[src/hdl/ils_pkg.sv]
// Shared types and constants for the integer literal scanner.
`default_nettype none

package ils_pkg;

    localparam int VALUE_WIDTH = 64;
    localparam int QUEUE_DEPTH = 2;
    localparam int CHAR_W      = 8;
    localparam int LENGTH_W    = 8;
    localparam int RADIX_W     = 2;
    localparam int DIGIT_W     = 4;

    localparam logic [RADIX_W-1:0] RADIX_DEC = 2'd0;
    localparam logic [RADIX_W-1:0] RADIX_OCT = 2'd1;
    localparam logic [RADIX_W-1:0] RADIX_HEX = 2'd2;

    // One character after classification, as the back end consumes it.
    typedef struct packed {
        logic               eoi;
        logic               is_zero;
        logic               is_oct;
        logic               is_dec;
        logic               is_hex;
        logic               is_lower_x;
        logic [DIGIT_W-1:0] digit;
    } char_class_t;

endpackage

`default_nettype wire

[src/hdl/ils_front.sv]
// Front end: accepts characters and registers their classification.
`default_nettype none

module ils_front
(
    input  wire logic                      clk,
    input  wire logic                      rst_n,
    input  wire logic                      push,
    output logic                           full,
    input  wire logic [ils_pkg::CHAR_W-1:0] ch,
    input  wire logic                      end_of_input,
    output logic                           cls_valid,
    input  wire logic                      cls_ready,
    output ils_pkg::char_class_t           cls_data
);

    localparam logic [ils_pkg::CHAR_W-1:0] CH_0     = 8'h30;
    localparam logic [ils_pkg::CHAR_W-1:0] CH_7     = 8'h37;
    localparam logic [ils_pkg::CHAR_W-1:0] CH_9     = 8'h39;
    localparam logic [ils_pkg::CHAR_W-1:0] CH_UP_A  = 8'h41;
    localparam logic [ils_pkg::CHAR_W-1:0] CH_UP_F  = 8'h46;
    localparam logic [ils_pkg::CHAR_W-1:0] CH_LO_A  = 8'h61;
    localparam logic [ils_pkg::CHAR_W-1:0] CH_LO_F  = 8'h66;
    localparam logic [ils_pkg::CHAR_W-1:0] CH_LO_X  = 8'h78;
    localparam logic [ils_pkg::CHAR_W-1:0] TEN      = 8'd10;

    logic                 valid_reg;
    logic                 valid_next;
    ils_pkg::char_class_t data_reg;
    ils_pkg::char_class_t cls_now;
    logic                 in_xfer;
    logic                 out_xfer;
    logic                 is_upper;
    logic                 is_lower;
    logic [ils_pkg::CHAR_W-1:0] digit_wide;

    always_comb
    begin
        is_upper = (ch >= CH_UP_A) && (ch <= CH_UP_F);
        is_lower = (ch >= CH_LO_A) && (ch <= CH_LO_F);
        if (is_upper)
        begin
            digit_wide = ch - CH_UP_A + TEN;
        end
        else if (is_lower)
        begin
            digit_wide = ch - CH_LO_A + TEN;
        end
        else
        begin
            digit_wide = ch - CH_0;
        end
        cls_now.eoi        = end_of_input;
        cls_now.is_zero    = (ch == CH_0);
        cls_now.is_oct     = (ch >= CH_0) && (ch <= CH_7);
        cls_now.is_dec     = (ch >= CH_0) && (ch <= CH_9);
        cls_now.is_hex     = cls_now.is_dec || is_upper || is_lower;
        cls_now.is_lower_x = (ch == CH_LO_X);
        cls_now.digit      = digit_wide[ils_pkg::DIGIT_W-1:0];
    end

    assign out_xfer = valid_reg && cls_ready;
    assign full     = valid_reg && !cls_ready;
    assign in_xfer  = push && !full;

    always_comb
    begin
        valid_next = valid_reg;
        if (in_xfer)
        begin
            valid_next = 1'b1;
        end
        else if (out_xfer)
        begin
            valid_next = 1'b0;
        end
    end

    always_ff @(posedge clk or negedge rst_n)
    begin
        if (!rst_n)
        begin
            valid_reg <= 1'b0;
        end
        else
        begin
            valid_reg <= valid_next;
        end
    end

    always_ff @(posedge clk)
    begin
        if (in_xfer)
        begin
            data_reg <= cls_now;
        end
    end

    assign cls_valid = valid_reg;
    assign cls_data  = data_reg;

endmodule

`default_nettype wire

[src/hdl/ils_queue.sv]
// Short queue of classified characters between front and back end.
`default_nettype none

module ils_queue
#(
    parameter int DEPTH = ils_pkg::QUEUE_DEPTH
)
(
    input  wire logic                 clk,
    input  wire logic                 rst_n,
    input  wire logic                 wr_valid,
    output logic                      wr_ready,
    input  wire ils_pkg::char_class_t wr_data,
    output logic                      rd_valid,
    input  wire logic                 rd_ready,
    output ils_pkg::char_class_t      rd_data
);

    // DEPTH is a power of two of at least 2, so the pointers wrap on their own.
    localparam int PTR_W = $clog2(DEPTH);
    localparam int CNT_W = $clog2(DEPTH + 1);

    ils_pkg::char_class_t entry_reg [DEPTH];
    logic [PTR_W-1:0] wr_ptr_reg;
    logic [PTR_W-1:0] wr_ptr_next;
    logic [PTR_W-1:0] rd_ptr_reg;
    logic [PTR_W-1:0] rd_ptr_next;
    logic [CNT_W-1:0] count_reg;
    logic [CNT_W-1:0] count_next;
    logic             do_wr;
    logic             do_rd;

    assign wr_ready = (count_reg != CNT_W'(DEPTH));
    assign rd_valid = (count_reg != '0);
    assign do_wr    = wr_valid && wr_ready;
    assign do_rd    = rd_valid && rd_ready;
    assign rd_data  = entry_reg[rd_ptr_reg];

    always_comb
    begin
        wr_ptr_next = do_wr ? wr_ptr_reg + 1'b1 : wr_ptr_reg;
        rd_ptr_next = do_rd ? rd_ptr_reg + 1'b1 : rd_ptr_reg;
        count_next  = count_reg;
        if (do_wr && !do_rd)
        begin
            count_next = count_reg + 1'b1;
        end
        else if (do_rd && !do_wr)
        begin
            count_next = count_reg - 1'b1;
        end
    end

    always_ff @(posedge clk or negedge rst_n)
    begin
        if (!rst_n)
        begin
            wr_ptr_reg <= '0;
            rd_ptr_reg <= '0;
            count_reg  <= '0;
        end
        else
        begin
            wr_ptr_reg <= wr_ptr_next;
            rd_ptr_reg <= rd_ptr_next;
            count_reg  <= count_next;
        end
    end

    always_ff @(posedge clk)
    begin
        if (do_wr)
        begin
            entry_reg[wr_ptr_reg] <= wr_data;
        end
    end

endmodule

`default_nettype wire

[src/hdl/ils_back.sv]
// Back end: literal scan state, value accumulation and result register.
`default_nettype none

module ils_back
#(
    parameter int VALUE_WIDTH = ils_pkg::VALUE_WIDTH
)
(
    input  wire logic                          clk,
    input  wire logic                          rst_n,
    input  wire logic                          cls_valid,
    output logic                               cls_ready,
    input  wire ils_pkg::char_class_t          cls_data,
    output logic                               empty,
    input  wire logic                          pop,
    output logic [VALUE_WIDTH-1:0]             value,
    output logic [ils_pkg::LENGTH_W-1:0]       length,
    output logic [ils_pkg::RADIX_W-1:0]        radix_code
);

    localparam logic [2:0] MODE_IDLE = 3'd0;
    localparam logic [2:0] MODE_ZERO = 3'd1;
    localparam logic [2:0] MODE_DEC  = 3'd2;
    localparam logic [2:0] MODE_OCT  = 3'd3;
    localparam logic [2:0] MODE_HEX  = 3'd4;

    localparam logic [ils_pkg::LENGTH_W-1:0] LEN_MAX = '1;
    localparam logic [ils_pkg::LENGTH_W-1:0] LEN_ONE = ils_pkg::LENGTH_W'(1);

    logic [2:0]                      mode_reg;
    logic [2:0]                      mode_next;
    logic [VALUE_WIDTH-1:0]          acc_reg;
    logic [VALUE_WIDTH-1:0]          acc_next;
    logic [ils_pkg::LENGTH_W-1:0]    cnt_reg;
    logic [ils_pkg::LENGTH_W-1:0]    cnt_next;
    logic                            out_valid_reg;
    logic                            out_valid_next;
    logic [VALUE_WIDTH-1:0]          out_value_reg;
    logic [ils_pkg::LENGTH_W-1:0]    out_length_reg;
    logic [ils_pkg::RADIX_W-1:0]     out_radix_reg;

    logic                            step;
    logic                            emit;
    logic [VALUE_WIDTH-1:0]          digit_ext;
    logic [VALUE_WIDTH-1:0]          acc_dec;
    logic [VALUE_WIDTH-1:0]          acc_oct;
    logic [VALUE_WIDTH-1:0]          acc_hex;
    logic [ils_pkg::LENGTH_W-1:0]    cnt_inc;
    logic [ils_pkg::RADIX_W-1:0]     radix_now;
    logic [2:0]                      start_mode;
    logic [VALUE_WIDTH-1:0]          start_acc;
    logic [ils_pkg::LENGTH_W-1:0]    start_cnt;

    // Advance one character whenever the result register is free or draining.
    assign step      = cls_valid && (!out_valid_reg || pop);
    assign cls_ready = !out_valid_reg || pop;

    assign digit_ext = {{(VALUE_WIDTH - ils_pkg::DIGIT_W){1'b0}}, cls_data.digit};
    assign acc_dec   = (acc_reg << 3) + (acc_reg << 1) + digit_ext;
    assign acc_oct   = (acc_reg << 3) + digit_ext;
    assign acc_hex   = (acc_reg << 4) + digit_ext;
    assign cnt_inc   = (cnt_reg == LEN_MAX) ? cnt_reg : cnt_reg + 1'b1;

    always_comb
    begin
        case (mode_reg)
            MODE_OCT: radix_now = ils_pkg::RADIX_OCT;
            MODE_HEX: radix_now = ils_pkg::RADIX_HEX;
            default:  radix_now = ils_pkg::RADIX_DEC;
        endcase
    end

    // Restart from the current character once a literal has ended.
    always_comb
    begin
        start_mode = MODE_IDLE;
        start_acc  = '0;
        start_cnt  = '0;
        if (cls_data.is_zero)
        begin
            start_mode = MODE_ZERO;
            start_cnt  = LEN_ONE;
        end
        else if (cls_data.is_dec)
        begin
            start_mode = MODE_DEC;
            start_acc  = digit_ext;
            start_cnt  = LEN_ONE;
        end
    end

    always_comb
    begin
        emit      = 1'b0;
        mode_next = mode_reg;
        acc_next  = acc_reg;
        cnt_next  = cnt_reg;
        if (cls_data.eoi)
        begin
            emit      = (mode_reg != MODE_IDLE);
            mode_next = MODE_IDLE;
            acc_next  = '0;
            cnt_next  = '0;
        end
        else
        begin
            case (mode_reg)
                MODE_ZERO:
                begin
                    if (cls_data.is_oct)
                    begin
                        mode_next = MODE_OCT;
                        acc_next  = acc_oct;
                        cnt_next  = cnt_inc;
                    end
                    else if (cls_data.is_lower_x)
                    begin
                        mode_next = MODE_HEX;
                        cnt_next  = cnt_inc;
                    end
                    else
                    begin
                        emit = 1'b1;
                    end
                end
                MODE_DEC:
                begin
                    if (cls_data.is_dec)
                    begin
                        acc_next = acc_dec;
                        cnt_next = cnt_inc;
                    end
                    else
                    begin
                        emit = 1'b1;
                    end
                end
                MODE_OCT:
                begin
                    if (cls_data.is_oct)
                    begin
                        acc_next = acc_oct;
                        cnt_next = cnt_inc;
                    end
                    else
                    begin
                        emit = 1'b1;
                    end
                end
                MODE_HEX:
                begin
                    if (cls_data.is_hex)
                    begin
                        acc_next = acc_hex;
                        cnt_next = cnt_inc;
                    end
                    else
                    begin
                        emit = 1'b1;
                    end
                end
                default:
                begin
                    mode_next = start_mode;
                    acc_next  = start_acc;
                    cnt_next  = start_cnt;
                end
            endcase
            if (emit)
            begin
                mode_next = start_mode;
                acc_next  = start_acc;
                cnt_next  = start_cnt;
            end
        end
    end

    always_comb
    begin
        out_valid_next = out_valid_reg;
        if (step && emit)
        begin
            out_valid_next = 1'b1;
        end
        else if (pop)
        begin
            out_valid_next = 1'b0;
        end
    end

    always_ff @(posedge clk or negedge rst_n)
    begin
        if (!rst_n)
        begin
            mode_reg      <= MODE_IDLE;
            acc_reg       <= '0;
            cnt_reg       <= '0;
            out_valid_reg <= 1'b0;
        end
        else
        begin
            out_valid_reg <= out_valid_next;
            if (step)
            begin
                mode_reg <= mode_next;
                acc_reg  <= acc_next;
                cnt_reg  <= cnt_next;
            end
        end
    end

    always_ff @(posedge clk)
    begin
        if (step && emit)
        begin
            out_value_reg  <= acc_reg;
            out_length_reg <= cnt_reg;
            out_radix_reg  <= radix_now;
        end
    end

    assign empty      = !out_valid_reg;
    assign value      = out_value_reg;
    assign length     = out_length_reg;
    assign radix_code = out_radix_reg;

endmodule

`default_nettype wire

[src/hdl/integer_literal_scanner.sv]
// Top level of the integer literal scanner.
`default_nettype none

// Scans a byte stream for C-style integer literals, one character per
// transfer. A '0' followed by 0-7 opens an octal literal, "0x" a hex literal
// (digits 0-9, a-f, A-F), a lone '0' is a complete literal of value 0, and
// 1-9 opens a decimal literal. The first character that does not belong ends
// the literal and yields one result (value modulo 2^VALUE_WIDTH, length
// including prefix and saturating at 255, radix code 0 dec / 1 oct / 2 hex);
// that same character may then open the next literal. A transfer with
// end_of_input high flushes a pending literal and ignores ch. Both sides look
// like queues: push/full in, empty/pop out. The block takes one character
// per clock cycle sustained while results are popped as they appear; the
// scan state updates once per cycle with a shift-and-add for the radix
// multiply. A character passes the front register, the classified-character
// queue (QUEUE_DEPTH entries) and the scan stage, which registers the result
// when it accepts the character ending its literal. The back end stalls only
// while the result register is held by an un-popped result.
module integer_literal_scanner
#(
    parameter int VALUE_WIDTH = ils_pkg::VALUE_WIDTH,
    parameter int QUEUE_DEPTH = ils_pkg::QUEUE_DEPTH
)
(
    input  wire logic                         clk,
    input  wire logic                         rst_n,
    input  wire logic                         push,
    output logic                              full,
    input  wire logic [ils_pkg::CHAR_W-1:0]   ch,
    input  wire logic                         end_of_input,
    output logic                              empty,
    input  wire logic                         pop,
    output logic [VALUE_WIDTH-1:0]            value,
    output logic [ils_pkg::LENGTH_W-1:0]      length,
    output logic [ils_pkg::RADIX_W-1:0]       radix_code
);

    // Front register to queue.
    logic                 front_valid;
    logic                 front_ready;
    ils_pkg::char_class_t front_data;

    // Queue to scan stage.
    logic                 back_valid;
    logic                 back_ready;
    ils_pkg::char_class_t back_data;

    ils_front u_front
    (
        .clk          (clk),
        .rst_n        (rst_n),
        .push         (push),
        .full         (full),
        .ch           (ch),
        .end_of_input (end_of_input),
        .cls_valid    (front_valid),
        .cls_ready    (front_ready),
        .cls_data     (front_data)
    );

    ils_queue
    #(
        .DEPTH (QUEUE_DEPTH)
    )
    u_queue
    (
        .clk      (clk),
        .rst_n    (rst_n),
        .wr_valid (front_valid),
        .wr_ready (front_ready),
        .wr_data  (front_data),
        .rd_valid (back_valid),
        .rd_ready (back_ready),
        .rd_data  (back_data)
    );

    ils_back
    #(
        .VALUE_WIDTH (VALUE_WIDTH)
    )
    u_back
    (
        .clk        (clk),
        .rst_n      (rst_n),
        .cls_valid  (back_valid),
        .cls_ready  (back_ready),
        .cls_data   (back_data),
        .empty      (empty),
        .pop        (pop),
        .value      (value),
        .length     (length),
        .radix_code (radix_code)
    );

endmodule

`default_nettype wire
[config.mk]
export PLATFORM = sky130hd
export DESIGN_NAME = integer_literal_scanner
export DESIGN_NICKNAME = d
export VERILOG_FILES = /design/src/hdl/ils_pkg.sv /design/src/hdl/ils_front.sv /design/src/hdl/ils_queue.sv /design/src/hdl/ils_back.sv /design/src/hdl/integer_literal_scanner.sv
export SDC_FILE = /design/constraint.sdc
export NUM_CORES = 1
export LEC_CHECK = 0
export BUFFER_PORTS_ARGS = -buffer_cell sky130_fd_sc_hd__buf_2
export CAP_MARGIN = 40
export CORE_UTILIZATION = 56
export DETAILED_ROUTE_END_ITERATION = 10
export HOLD_SLACK_MARGIN = 0.1
export MAX_ROUTING_LAYER = met4
export PLACE_DENSITY = 0.76
export SLEW_MARGIN = 25
export SYNTH_ARGS = -nofsm -noshare
export SYNTH_HDL_FRONTEND = slang
export SYNTH_SLANG_ARGS = --single-unit
export TNS_END_PERCENT = 30
[constraint.sdc]
create_clock -name clk -period 6.8 [get_ports clk]
set_clock_uncertainty 0.05 [all_clocks]
set_input_delay 1.02 -clock clk [delete_from_list [all_inputs] [get_ports clk]]
set_output_delay 1.02 -clock clk [all_outputs]
set_load 0.01 [all_outputs]
-- Word-level counts from Yosys, hierarchy flattened
Memories as Yosys holds them, arrays and structs flattened.
Index checks and enable logic that the tools add are counted.
- register bits after elaboration: 165
- bits in writable memories: 20
- bits of input ports: 13
- output and inout bits: 76
- memories: 1
- add/sub/neg operators: 14
- $lt $le $gt $ge: 7
- equality and inequality tests: 14
- mux-type cells: 45
- reductions and logical operators: 29
- memory list (name ; words ; bits a word ; read ports ; clocked after Yosys merged registers in ; write ports ; RTL line ; text):
    u_queue.entry_reg ; 2 ; 10 ; 1 ; 0 ; 1 ; ils_queue.sv:23 ; ils_pkg::char_class_t entry_reg [DEPTH];
- operators by type and width (operator ; number):
    two-way mux 64 bit ; 5
    adder 64 x 4 -> 64 bit ; 3
    case mux 64 bit (3 select lines) ; 1
    two-way mux 8 bit ; 9
    adder 64 bit ; 1
    case mux 8 bit (4 select lines) ; 1
    >= comparator 8 x 7 -> 1 bit (second input constant) ; 2
    <= comparator 8 x 6 -> 1 bit (second input constant) ; 2
    <= comparator 8 x 7 -> 1 bit (second input constant) ; 2
    two-way mux 4 bit ; 4
    two-way mux 1 bit ; 14
    two-way mux 3 bit ; 4
    inequality test 4 x 3 -> 1 bit (second input constant) ; 3
    subtractor 4 x 1 -> 4 bit (second input constant) ; 3
    logical AND 1 bit ; 11
    adder 4 bit (second input constant) ; 2
    adder 8 x 1 -> 8 bit (second input constant) ; 1
    equality test 8 x 6 -> 1 bit (second input constant) ; 1
    equality test 8 x 7 -> 1 bit (second input constant) ; 1
    equality test 8 bit (second input constant) ; 1
    >= comparator 8 x 6 -> 1 bit (second input constant) ; 1
    two-way mux 2 bit ; 4
    nonzero test 2 bit ; 4
    equality test 3 x 2 -> 1 bit (second input constant) ; 2
    other kinds (20) ; 27

-- Longest topological paths before layout
An unclocked memory read counts as a cell.
- depth in word-level cells: 8
- gate-level depth with buffers: 17

-- By module
From an unflattened synthesis, not the netlist that was laid out.
- cell total of the unflattened synthesis: 1392
- area total of the unflattened synthesis: 13357.8 sq um
- modules (own cells, without submodules) (module ; times used ; cells each ; area each (sq um)):
    ils_back ; 1 ; 1300 ; 11822.6
    ils_queue ; 1 ; 49 ; 932.1
    ils_front ; 1 ; 43 ; 603.1

-- Least setup slack after synthesis
No wires, ideal clock.
- path kind: flip-flop to flip-flop
- start: register u_back.mode_reg[0]
- end: register u_back.out_length_reg, in the netlist u_back.length[0], enable pin
- data arrival time: 6.382 ns
- required time: 6.151 ns
- slack: -0.231 ns
- stages on the path, launching flop included: 7
- buffers on the path: 1
- period minus slack after synthesis: 7.031 ns
- path through: dfrtp_1 -> buf_2 -> nor3b_2 -> a32oi_1 -> nand2_1 -> nor2_1 -> nor3_1
- word-level cells in the longest chain between the ends: 5
- elaborated cells between the ends (all ways): 9
- RTL lines (what ; RTL line ; text):
    start: declaration ; ils_back.sv:30 ; logic [2:0] mode_reg;
    start signal: assignment ; ils_back.sv:205 ; mode_reg <= mode_next;
    equality test 3 bit, or another cell as far along ; ils_back.sv:107 ; case (mode_reg)
    case mux 1 bit (4 select lines) ; ils_back.sv:107 ;
    two-way mux 1 bit ; ils_back.sv:98 ; if (cls_data.eoi)
    two-way mux 1 bit * ; ils_back.sv:98 ;
    logical AND 1 bit * ; ils_back.sv:214 ; if (step && emit)
    end signal: assignment ; ils_back.sv:217 ; out_length_reg <= cnt_reg;
    end: declaration ; ils_back.sv:39 ; logic [ils_pkg::LENGTH_W-1:0] out_length_reg;
Mark *: on every way between the ends. The rest lies on a longest branch, timed or not. The select of a mux whose other input is x is not followed.
A chain may end at the register's enable or synchronous reset.

-- Final worst setup path
- start: register u_queue.rd_ptr_reg
- end: register u_back.acc_reg[54]
- word-level cells in the longest chain between the ends: 7
- elaborated cells between the ends (all ways): 21
- RTL lines (what ; RTL line ; text):
    start: declaration ; ils_queue.sv:26 ; logic [PTR_W-1:0] rd_ptr_reg;
    start signal: assignment ; ils_queue.sv:65 ; rd_ptr_reg <= rd_ptr_next;
    memory read (2 x 10 bit) * ; - ;
    parallel branches: the longest is 6 deep, another holds adder 64 x 4 -> 64 bit ; - ;
    end signal: assignment ; ils_back.sv:206 ; acc_reg <= acc_next;
    end: declaration ; ils_back.sv:32 ; logic [VALUE_WIDTH-1:0] acc_reg;
Mark *: on every way between the ends. The select of a mux whose other input is x is not followed.

==> results.json <==
{
  "crit_arrival_ns": 5.01,
  "drt_first_pass_iters": 9,
  "seq_area_frac_synth_pct": 38.2,
  "crit_path_end_kind": "flop",
  "post_cts_resized": 0,
  "io_pins": 89,
  "irDropWorstVdd_mv": 0.218,
  "drt-initial-drc-count": 874,
  "syn_avg_cell_area_um2": 9.42,
  "clk_path_buf_depth": 2,
  "setup_tns_ns": 0,
  "routabilityCongestion": 1.01,
  "drv_slew": 0,
  "die_w_um": 157,
  "max_slew_margin_pct": 41.1,
  "syn_to_final_growth_pct": 10.2,
  "vias_per_cell": 6.51,
  "synth.distinct_cells": 86,
  "ys.warnings.count": 0,
  "timing.hold.ws_ns": 0.398,
  "portBuffers": 88,
  "fin_nets": 1632,
  "worst_pin_slew_ns": 0.880,
  "synth_edf_count": 104,
  "antenna_left": 0,
  "status": "finished, final reports clean",
  "crit_path_max_incr_delay_ns": 0.75,
  "synth_nets": 1577,
  "post-route-period-util_pct": 70.0,
  "grt.met2_usage_pct": 49.1,
  "place_hpwl_mm": 25.2,
  "min_period_ns": 4.76,
  "slowest_stage": "dfrtp_1",
  "vias": 11838,
  "post-cts-setup-buffer-count": 0,
  "final_util_pct": 63.1,
  "seqCellArea_um2": 5150,
  "tritoncts": "built",
  "drive_gt1_share_pct": 11.7,
  "wl_mm": 36.2,
  "numCtsBuffers": 17,
  "path_clk_slew_ns": 0.09,
  "multi_input_area_um2": 7920,
  "cp.required_ns": 7.06,
  "crit_chain": "mux2_2 > inv_1 > fa_1 > inv_1 > fa_1 > a211oi_1 > nor3_1 > o21ai_1 > a21boi_1 > or2_1 > a31oi_1 > o31a_1 > xnor2_1 > a222oi_1 > o21ai_0",
  "rows": 56,
  "grt_pass1_vias": 11411,
  "finalSetupViolCount": 0,
  "startpoint_type": "flop",
  "clkLatencyLatePin_ns": 0.45,
  "cts-root-buf": "clkbuf_16",
  "track_usage_pct": 31.2,
  "stdcell_count": 1819,
  "grt_max_degree": 59,
  "path_max_fanout": 15,
  "dieArea_um2": 24700,
  "fill_cells": 2001,
  "ctsHoldBuffers": 0,
  "worstSetupPathType": "flop to flop",
  "core_area_um2": 23500,
  "gr-usage-met1_pct": 40.9,
  "holdCritPathClass": "flop to flop",
  "ys_ff_latch": 185,
  "n_antenna_cell": 0,
  "use_met3_pct": 4.68,
  "rsz0062_at_grt": "no",
  "p_per_area_nw_per_um2": 331,
  "initial_utilization_pct": 57.3,
  "grt_most_used_layer": "met2",
  "power_leakage_nw": 6.50,
  "antenna_found_initial": 0,
  "synth_ff_type": "edfxtp_1",
  "hold_viol_final": 0,
  "dp.cells": 1785,
  "htreeDepth": 4,
  "fmax_ghz": 0.210,
  "grt_pass1_wl_mm": 58.8,
  "syn_inst": 1432,
  "wl_per_cell_um": 19.9,
  "async_flop_share_pct": 43.8,
  "maxCapViolCount": 0,
  "grt.overflow.total": 0,
  "syn-cell-area_um2": 13500,
  "cts_sinks": 185,
  "drc": 0,
  "die_h_um": 157
}
==> through the flow <==
step	total power [mW]	worst slack (ns)	instance area, µm²
4_1_cts	4.91	2.14	14800
3_3_place_gp	3.79	2.32	14200
3_5_place_dp	3.84	2.16	14200
2_1_floorplan	3.17	2.06	13500
5_1_grt	5.23	1.73	14900
6_report	4.92	2.04	14900
==> cells by family (layout without fill, tap and decap cells) <==
logic type / Yosys count / after routing / synth area share, %
AOI/OAI and AO/OA: 449 / 449 / 22.4
xor gates and xnor gates: 97 / 97 / 6.30
adders and majority gates: 132 / 132 / 12.4
buffers and inverters: 116 / 184 / 3.34
DFF: 185 / 185 / 38.2
muxes: 19 / 19 / 1.46
and+or+nand+nor: 434 / 434 / 16.0
==> metal layers <==
metal | share of wire, % | wire length, µm | vias up
met5 | 0 | 0 | -
met4 | 2.8 | 1010 | 0
met1 | 43 | 15500 | 5668
met3 | 7.5 | 2720 | 91
met2 | 47 | 17000 | 562
li1 | - | - | 5517
==> final cells by class <==
class	instances	share of cell area, %
multi-input cells	1131	53.3
clock inverters	15	1.38
repair buffers	106	4.00
clock buffers	17	2.86
inverters	46	1.16
flip-flops and latches	185	34.6
well taps	319	2.68
==> path summary, 6_finish.rpt <==
check                                        start                 end  slack [ns]  cells after the start
worst max-delay path            u_queue.rd_ptr_reg  u_back.acc_reg[54]        2.04                     15
worst min-delay path            u_back.acc_reg[63]    u_back.value[63]        0.40                      0
worst max register to register  u_queue.rd_ptr_reg  u_back.acc_reg[54]        2.04                     15
worst min register to register  u_back.acc_reg[63]    u_back.value[63]        0.40                      0
max in group asynchronous                    rst_n  u_back.acc_reg[25]        5.40                      3
min in group asynchronous                    rst_n  u_back.acc_reg[61]        0.42                      1
==> cell usage in the layout (no fill, tap or decap), types with 9 or more instances in the layout <==
cell type    n
a211oi_1     9
a21o_1      29
a21oi_1    115
a221oi_1    24
a222oi_1    12
a22oi_1     11
a31oi_1     22
a32oi_1      9
and3_1      17
buf_2       87
buf_4       16
clkbuf_16   17
dfrtp_1     81
edfxtp_1   104
ha_1       130
inv_1       46
mux2i_1     14
nand2_1    150
nand2b_1    18
nand3_1     44
nand4_1     24
nor2_1      92
nor2b_1     11
nor3_1      18
o211ai_1     9
o21a_1      12
o21ai_0     98
o21bai_1    12
o31ai_1     11
xnor2_1     58
xor2_1      39
==> cell usage after synthesis, types with 6 or more instances <==
library cell  count  area [µm²]
clkbuf_1         53         199
nor4_1            8        50.1
a31oi_1          22         138
and3_1           17         106
ha_1            130        1630
o22ai_1           6        37.5
edfxtp_1        104        3120
o211ai_1          9        67.6
nand3_1          44         220
buf_2            11        55.1
o21bai_1         12        90.1
nor2_1           92         345
nand2_1         150         563
nor3_1           19        95.1
a222oi_1         12         120
o31ai_1          11        82.6
a22o_1            6        52.6
mux2i_1          14         140
o21ai_1           7        35.0
nor2b_1          12        75.1
xnor2_1          58         508
nand2b_1         18         113
a21oi_1         115         576
a32oi_1           9        78.8
o21ai_0          98         490
inv_1            46         173
xor2_1           39         342
a21o_1           29         218
o21a_1           12        90.1
a22oi_1          11        82.6
and2_1            8        50.1
a211oi_1          9        67.6
dfrtp_1          81        2030
nand4_1          24         150
or4_1             7        52.6
o221ai_1          6        52.6
a221oi_1         24         210
==> power breakdown <==
group          internal [mW]  leakage (nW)  switching, mW
Clock                  0.515         0.306          0.549
Sequential              1.64          2.11          0.259
Combinational          0.665          4.08           1.30
==> worst max-delay path: cells and delay by family (launching register included) <==
family	cells	cell delay, ns
mux	1	0.30
simple gates	2	0.40
buf+inv	2	0.13
flops	1	0.75
fa+ha+maj	2	0.96
xor+xnor	1	0.11
compound gates	7	1.93
No activity file was read; power rests on OpenSTA's default activity.
